**src/rtl/swfr_pkg.sv**
```systemverilog
`timescale 1ns / 1ps
// ----------------------------------------------------------------------------
// swfr_pkg
// Shared types, constants and CRC-8 helpers for the stop-and-wait receiver.
// ----------------------------------------------------------------------------
package swfr_pkg;

  localparam int POS_W = 5;   // byte position, frames up to 18 bytes
  localparam int IDX_W = 4;   // payload entry index, up to 15 entries

  localparam logic [7:0] CRC_POLY   = 8'h31;
  localparam logic [5:0] MARKER     = 6'h1E;
  localparam logic [3:0] END_TYPE   = 4'hF;
  localparam logic [3:0] TYPE_ACK   = 4'h1;
  localparam logic [3:0] TYPE_NACK  = 4'h2;
  localparam logic [7:0] REPLY_HDR0 = {MARKER, 2'b00};
  localparam logic [1:0] SEQ_INIT   = 2'd1;
  localparam logic [7:0] HDR1_INIT  = {2'b00, SEQ_INIT, TYPE_NACK};

  localparam logic KIND_PAYLOAD = 1'b0;
  localparam logic KIND_STATUS  = 1'b1;

  typedef logic [3:0][7:0] crc_tab_t;

  // Everything the drain side needs about a finished frame.
  typedef struct packed {
    logic             ok;
    logic             endt;
    logic [3:0]       msg_type;
    logic [3:0]       length;
    logic [1:0]       seq;
    logic [7:0]       hdr1;
    logic [7:0]       crc;
    logic [IDX_W-1:0] count;
    logic             bank;
  } desc_t;

  // One byte of CRC-8, MSB first.
  function automatic logic [7:0] crc8_byte(input logic [7:0] acc, input logic [7:0] b);
    logic [7:0] r;
    r = acc ^ b;
    for (int k = 0; k < 8; k++) begin
      r = r[7] ? ({r[6:0], 1'b0} ^ CRC_POLY) : {r[6:0], 1'b0};
    end
    return r;
  endfunction

  // CRC of a reply frame: two header bytes, then zero bytes to frame length.
  function automatic logic [7:0] reply_crc(input logic [7:0] hdr1, input int frame_bytes);
    logic [7:0] c;
    c = crc8_byte(8'h00, REPLY_HDR0);
    c = crc8_byte(c, hdr1);
    for (int k = 0; k < frame_bytes - 2; k++) begin
      c = crc8_byte(c, 8'h00);
    end
    return c;
  endfunction

  // ACK reply CRC for each sequence value; evaluated at elaboration.
  function automatic crc_tab_t ack_crc_table(input int frame_bytes);
    crc_tab_t t;
    for (int s = 0; s < 4; s++) begin
      t[s] = reply_crc({2'b00, 2'(s), TYPE_ACK}, frame_bytes);
    end
    return t;
  endfunction

endpackage

```
**src/rtl/stop_and_wait_frame_receiver_core.sv**
```systemverilog
`timescale 1ns / 1ps
// ----------------------------------------------------------------------------
// stop_and_wait_frame_receiver_core
// Stop-and-wait frame receiver: CRC-8 check, sequence tracking, payload
// drain from a two-bank payload RAM and one reply/status item per frame.
// ----------------------------------------------------------------------------
// Throughput: one input byte per cycle while in_stall is low, one result item
//   per cycle while out_stall is low. A frame's first result passes the RAM
//   read register, then the output register, after its last byte is taken.
// The input stalls only on a frame's last byte while the previous frame's
//   results (up to FRAME_BYTES-2 items) are still draining.
// Reset: clears control state; the payload RAM is not cleared (no sweep).
module stop_and_wait_frame_receiver_core #(
  parameter int FRAME_BYTES = 18   // 4 .. 18
) (
  input  logic       clk,
  input  logic       rst,
  // input bytes
  input  logic       in_valid,
  output logic       in_stall,
  input  logic [7:0] rx_byte,
  input  logic       frame_start,
  // results
  output logic       out_valid,
  input  logic       out_stall,
  output logic       result_kind,
  output logic [7:0] payload_byte,
  output logic       accepted,
  output logic [3:0] msg_type,
  output logic [3:0] length,
  output logic [1:0] seq_field,
  output logic       end_transfer,
  output logic [7:0] reply_hdr0,
  output logic [7:0] reply_hdr1,
  output logic [7:0] reply_crc,
  output logic       last
);
  import swfr_pkg::*;

  localparam logic [POS_W-1:0] LAST_POS = POS_W'(FRAME_BYTES - 1);
  localparam logic [IDX_W-1:0] PAY_MAX  = IDX_W'(FRAME_BYTES - 3);
  localparam crc_tab_t         ACK_CRC  = ack_crc_table(FRAME_BYTES);
  localparam logic [7:0]       CRC_INIT = swfr_pkg::reply_crc(HDR1_INIT, FRAME_BYTES);

  // ---------------------------------------------------------------------
  // Receive side: byte counter, running CRC, header bytes
  // ---------------------------------------------------------------------
  logic [POS_W-1:0] byte_position;
  logic [7:0]       crc_acc;
  logic [7:0]       hdr_b0;
  logic [7:0]       hdr_b1;
  logic [1:0]       expected_seq;
  logic [7:0]       rep_hdr1;     // last reply header byte 1
  logic [7:0]       rep_crc;      // its CRC
  logic             wr_bank;      // RAM bank the current frame fills

  // Drain side
  desc_t            desc;
  logic             drain_active;
  logic [IDX_W-1:0] drain_idx;
  logic             p1_valid;     // RAM read / status slot in flight
  logic             p1_kind;
  logic             busy;

  logic             in_fire;
  logic [POS_W-1:0] pos_eff;
  logic [7:0]       crc_new;
  logic             frame_end;

  // Frame decode at the last byte
  logic [5:0]       f_mark;
  logic [3:0]       f_len;
  logic [1:0]       f_seq;
  logic [3:0]       f_type;
  logic             f_ok;
  logic             f_endt;
  logic [1:0]       seq_next;
  logic [IDX_W-1:0] f_count;
  logic [7:0]       ack_hdr1;

  // The last byte of a frame waits until the previous frame is fully drained,
  // so the descriptor and the RAM bank it reads are never overwritten early.
  assign busy     = drain_active | p1_valid;
  assign in_stall = (byte_position == LAST_POS) & busy;
  assign in_fire  = in_valid & ~in_stall;

  assign pos_eff   = frame_start ? '0 : byte_position;
  assign crc_new   = crc8_byte((pos_eff == '0) ? 8'h00 : crc_acc, rx_byte);
  assign frame_end = in_fire & (pos_eff == LAST_POS);

  assign f_mark   = hdr_b0[7:2];
  assign f_len    = {hdr_b0[1:0], hdr_b1[7:6]};
  assign f_seq    = hdr_b1[5:4];
  assign f_type   = hdr_b1[3:0];
  assign f_ok     = (f_mark == MARKER) & (f_seq == expected_seq) & (crc_new == 8'h00);
  assign seq_next = f_ok ? 2'(expected_seq + 2'd1) : expected_seq;
  // End of transfer: end type whose sequence is the one just before the
  // (updated) expected count, i.e. the end frame was accepted now or earlier.
  assign f_endt   = (f_mark == MARKER) & (f_type == END_TYPE) &
                    (f_seq == 2'(seq_next - 2'd1));
  assign ack_hdr1 = {2'b00, expected_seq, TYPE_ACK};

  always_comb begin
    if (!f_ok || f_type == END_TYPE) begin
      f_count = '0;
    end else if (f_len > PAY_MAX) begin
      f_count = PAY_MAX;
    end else begin
      f_count = f_len;
    end
  end

  always_ff @(posedge clk) begin
    if (rst) begin
      byte_position <= '0;
      crc_acc       <= 8'h00;
      expected_seq  <= SEQ_INIT;
      rep_hdr1      <= HDR1_INIT;
      rep_crc       <= CRC_INIT;
      wr_bank       <= 1'b0;
    end else if (in_fire) begin
      crc_acc <= crc_new;
      if (frame_end) begin
        byte_position <= '0;
        expected_seq  <= seq_next;
        wr_bank       <= ~wr_bank;
        if (f_ok) begin
          rep_hdr1 <= ack_hdr1;
          rep_crc  <= ACK_CRC[expected_seq];
        end
      end else begin
        byte_position <= POS_W'(pos_eff + 1'b1);
      end
    end
  end

  // Header bytes
  always_ff @(posedge clk) begin
    if (in_fire && pos_eff == POS_W'(0)) begin
      hdr_b0 <= rx_byte;
    end
    if (in_fire && pos_eff == POS_W'(1)) begin
      hdr_b1 <= rx_byte;
    end
  end

  // Frame descriptor, taken at the frame's last byte
  always_ff @(posedge clk) begin
    if (frame_end) begin
      desc.ok       <= f_ok;
      desc.endt     <= f_endt;
      desc.msg_type <= f_type;
      desc.length   <= f_len;
      desc.seq      <= f_seq;
      desc.hdr1     <= f_ok ? ack_hdr1 : rep_hdr1;
      desc.crc      <= f_ok ? ACK_CRC[expected_seq] : rep_crc;
      desc.count    <= f_count;
      desc.bank     <= wr_bank;
    end
  end

  // ---------------------------------------------------------------------
  // Payload RAM: two banks of 16 entries, one write and one read port
  // ---------------------------------------------------------------------
  logic [7:0]       pay_mem [2**(IDX_W+1)];
  logic             mem_we;
  logic [IDX_W:0]   mem_waddr;
  logic             mem_re;
  logic [IDX_W:0]   mem_raddr;
  logic [7:0]       rd_data;

  assign mem_we    = in_fire & (pos_eff >= POS_W'(2)) & (pos_eff < LAST_POS);
  assign mem_waddr = {wr_bank, IDX_W'(pos_eff - POS_W'(2))};

  always_ff @(posedge clk) begin
    if (mem_we) begin
      pay_mem[mem_waddr] <= rx_byte;
    end
    if (mem_re) begin
      rd_data <= pay_mem[mem_raddr];
    end
  end

  // ---------------------------------------------------------------------
  // Drain: issue payload reads, then one status slot; output register
  // ---------------------------------------------------------------------
  logic out_free;
  logic issue_ok;
  logic issue;
  logic issue_payload;

  assign out_free      = ~out_valid | ~out_stall;
  // A new slot may enter stage 1 only if stage 1 is empty or drains into the output.
  assign issue_ok      = ~p1_valid | out_free;
  assign issue         = drain_active & issue_ok;
  assign issue_payload = issue & (drain_idx != desc.count);
  assign mem_re        = issue_payload;
  assign mem_raddr     = {desc.bank, drain_idx};

  always_ff @(posedge clk) begin
    if (rst) begin
      drain_active <= 1'b0;
      drain_idx    <= '0;
      p1_valid     <= 1'b0;
    end else begin
      if (frame_end) begin
        drain_active <= 1'b1;
        drain_idx    <= '0;
      end else if (issue) begin
        if (issue_payload) begin
          drain_idx <= IDX_W'(drain_idx + 1'b1);
        end else begin
          drain_active <= 1'b0;
        end
      end
      if (issue) begin
        p1_valid <= 1'b1;
      end else if (out_free) begin
        p1_valid <= 1'b0;
      end
    end
  end

  always_ff @(posedge clk) begin
    if (issue) begin
      p1_kind <= issue_payload ? KIND_PAYLOAD : KIND_STATUS;
    end
  end

  always_ff @(posedge clk) begin
    if (rst) begin
      out_valid <= 1'b0;
    end else if (out_free) begin
      out_valid <= p1_valid;
    end
  end

  always_ff @(posedge clk) begin
    if (out_free && p1_valid) begin
      result_kind <= p1_kind;
      msg_type    <= desc.msg_type;
      length      <= desc.length;
      seq_field   <= desc.seq;
      if (p1_kind == KIND_PAYLOAD) begin
        payload_byte <= rd_data;
        accepted     <= 1'b1;
        end_transfer <= 1'b0;
        reply_hdr0   <= 8'h00;
        reply_hdr1   <= 8'h00;
        reply_crc    <= 8'h00;
        last         <= 1'b0;
      end else begin
        payload_byte <= 8'h00;
        accepted     <= desc.ok;
        end_transfer <= desc.endt;
        reply_hdr0   <= REPLY_HDR0;
        reply_hdr1   <= desc.hdr1;
        reply_crc    <= desc.crc;
        last         <= 1'b1;
      end
    end
  end

endmodule

```
**config.mk**
```make
export PLATFORM = sky130hd
export DESIGN_NAME = stop_and_wait_frame_receiver_core
export DESIGN_NICKNAME = d
export VERILOG_FILES = /design/src/rtl/swfr_pkg.sv /design/src/rtl/stop_and_wait_frame_receiver_core.sv
export SDC_FILE = /design/constraint.sdc
export NUM_CORES = 1
export LEC_CHECK = 0
export BUFFER_PORTS_ARGS = -buffer_cell sky130_fd_sc_hd__buf_4
export CAP_MARGIN = 5
export CORE_ASPECT_RATIO = 0.6
export CORE_UTILIZATION = 65
export DETAILED_ROUTE_END_ITERATION = 16
export HOLD_SLACK_MARGIN = 0.02
export PLACE_DENSITY = 0.83
export SLEW_MARGIN = 20
export SYNTH_ARGS = -nofsm -noshare
export SYNTH_HDL_FRONTEND = slang
export SYNTH_SLANG_ARGS = --single-unit
```
**constraint.sdc**
```tcl
create_clock -name clk -period 8.05 [get_ports clk]
set_input_delay 0.4025 -clock clk [delete_from_list [all_inputs] [get_ports clk]]
set_output_delay 0.4025 -clock clk [all_outputs]
set_load 0.01 [all_outputs]
```
==> impl_metrics.ini <==
[placement]
dp_hpwl_um = 19700
port_buffers = 56
dp_worst_setup_slack_ns = 4.33
place_area_sq_um = 16400
place_congestion = 0.842
dp_cells = 1179

[logic_synthesis]
synth_simple_gate_area_share_pct = 6.34
synth_ff_type = edfxtp_1
yosysTopAreaCell = edfxtp_1
synth.avg_cell_area_sq_um = 18.6
synth_adder_area_share_pct = 0.795
syn_area_sq_um = 15700
synthTopCellsByArea = edfxtp_1 (67%), mux4_2 (11%), dfxtp_1 (5.0%), nor2_1 (1.5%), xnor2_1 (1.1%)
async_flop_share_pct = 0
synth-xor-area-share_pct = 2.91
synth_top_family_by_area = multiplexers
synth_compound_area_share_pct = 2.45
synth_edf_count = 351
ys_seq_elements = 390
synth_mux_area_share_pct = 13.6
synthCells = 848
yosys_warnings = 0
synth_top_area_share_pct = 67.0
ys_types = 66
synth_seq_area_share_pct = 71.9

[drt]
routedWlPerCell_um = 27.1
drc = 0
first_pass_iters = 5
finalWirelength_um = 33600
drt_iter0_drc = 956
ant_nets = 0
vias = 8063
via_per_inst = 6.49

[setup_path]
timing_worst_setup_path_type = reg -> reg
r2r_start = byte_position[0]$_SDFFE_PP0P_
worstReg2RegEnd = rep_crc[7]$_SDFFE_PP0P_
critPathMaxStageDelay_ns = 0.96
worstPathCellList = nor2b_1, inv_1, ha_1, o21a_1, a211o_1, a2111oi_4, o2111a_1, mux2_4
worstPathRequired_ns = 8.45
cp_max_fo = 18
critPathTopFamily = compound AO/OA/AOI/OAI gates
reg2reg_setup_slack_ns = 4.45
critical_path_arrival_ns = 4.00
worst-path-buf-inv = 1
reg2regPathDepth = 8
crit_path_end_kind = flop
cp-start-kind = flop
worstSetupStartpoint = byte_position[0]$_SDFFE_PP0P_
slowest_stage = o2111a_1

[run_status]
outcome = completed

[timing]
fin_crit_sh_pct = 44.8
clock_skew_ns = 0.0147
max_freq_mhz = 278
tightest_slew_ns = 1.08
setup_viol = 0
whs_ns = 0.221
relSlewSlack_pct = 27.9
rsz0062_at_grt = false
setup_tns_ns = 0
min_period_ns = 3.60
hold_violations = 0
final_max_slew_viol_count = 0
worst_slack_ns = 4.45

[layout]
fin_nets = 925
final_cell_mix = edfxtp_1 (351), mux4_2 (80), nor2_1 (64), buf_4 (62), dfxtp_1 (37)
final_cell_area_sq_um = 17500
area_growth_pct = 11.5
stdcell_count = 1242
n_antenna_cell = 0
layout_commonest_cell = edfxtp_1
layout-drive-gt1-share_pct = 25.2

[run]
cap_violations = 0

[clock_network]
cts_tree = yes
clock_latency_ns = 0.52
numCtsBuffers = 35
cts_setup_buffers = 0
cts_buffer_depth = 3
postCtsHoldBufs = 0
cts_resized = 0
cts_sinks = 390
htree_levels = 2
clk_pin_slew_ns = 0.07
root_buffer = clkbuf_16

[floorplanning]
fp-row-count = 43
die_h_um = 123
io_pins = 61
die_width_um = 203
dieArea_sq_um = 24900
core_area_sq_um = 23400
start_util_pct = 67.3

[global_routing]
grt_pass1_vias = 7920
antenna_found_initial = 2
grt_pass1_wl_um = 49700
grt_max_degree = 69
grt.total_usage_pct = 28.3
gr-total-overflow = 0

[power_and_ir_drop]
peakVddDrop_v = 0.000211
leakage_uw = 0.00561
powerDensity_nw_per_um2 = 228

[worst_hold_path]
min_from = out_stall
min_to = out_valid$_SDFFE_PP0N_
hold_path.class = in -> reg
hold_depth = 3
sequential cells by signal, indices dropped and copies added, names as in the netlist, 5 cells and up:
name,cells
reply_hdr1,8
rd_data,8
pay_mem,256
desc,33
hdr_b0,8
payload_byte,8
rep_hdr1,8
hdr_b1,8
crc_acc,8
reply_crc,8
rep_crc,8
byte_position,5
metrics by stage:
step / util [%] / total power, uW
2_1_floorplan: - / 2330
3_3_place_gp: 70.0 / 2370
3_5_place_dp: 70.0 / 2380
4_1_cts: 74.9 / 4010
5_1_grt: 75.0 / 4100
6_report: 75.0 / 4000
cell families after synthesis:
group,count (synthesis)
compound gates,46
buf+inv,60
simple gates,189
mux,110
xor+xnor,42
fa+ha+maj,10
other cells,1
flops,390
power breakdown:
| part | total (uW) | internal [uW] | switching (uW) |
|---|---|---|---|
| Clock | 1660 | 963 | 699 |
| Sequential | 2220 | 2210 | 11.3 |
| Combinational | 122 | 43.0 | 79.4 |
Yosys cell counts (2+ instances only):
cell type and number:
nor2_1 64, nand4_1 4, o41ai_1 2, nor3_1 11, edfxtp_1 351, a211oi_1 8
xor2_2 2, dfxtp_1 39, buf_1 6, nand2b_1 13, buf_4 10, mux2_2 9
mux2i_1 11, and2_1 23, or3_1 3, xor2_4 2, ha_1 10, nor3b_1 2
o21ai_0 6, nand3_2 2, mux2_1 5, clkbuf_1 25, xor3_1 2, a31oi_1 2
nor3b_2 4, xor2_1 16, nor4_1 2, and3_1 6, buf_2 4, buf_6 3
nand3_1 6, mux2_4 5, nand2_1 28, a21oi_1 11, xnor2_1 19, mux4_2 80
nor2b_1 13, inv_1 11
layout make-up:
type                    count  area (sq um)
repair buffers             63           493
fillers                  1230          5860
flip-flops and latches    390         11300
multi-input cells         401          4150
well taps                 315           394
inverters                  11          41.3
clock inverters            15           148
clock buffers              47           992
routing by layer:
| metal | global-route usage, % | share of wire (%) |
|---|---|---|
| met1 | 41.5 | 41 |
| met5 | 0 | 0 |
| met3 | 8.60 | 11 |
| met2 | 42.4 | 46 |
| met4 | 6.58 | 1.4 |
worst max-delay path by stage:
stage | to | slack (ns) | depth (start not counted)
after floorplan | accepted$_SDFFCE_PN1P_ | 4.42 | 1
after global placement | rep_crc[5]$_SDFFE_PP0P_ | 4.50 | 9
after detailed placement | rep_crc[5]$_SDFFE_PP0P_ | 4.33 | 9
after CTS | rep_crc[7]$_SDFFE_PP0P_ | 4.51 | 8
after global routing | rep_crc[7]$_SDFFE_PP0P_ | 4.33 | 8
final | rep_crc[7]$_SDFFE_PP0P_ | 4.45 | 8
tightest hold or removal path, cell delays in order:
cell,delay [ns]
buf_4,0.12
a21oi_1,0.07
nor2_1,0.10
Note: power is estimated with default switching activity, not from simulation.
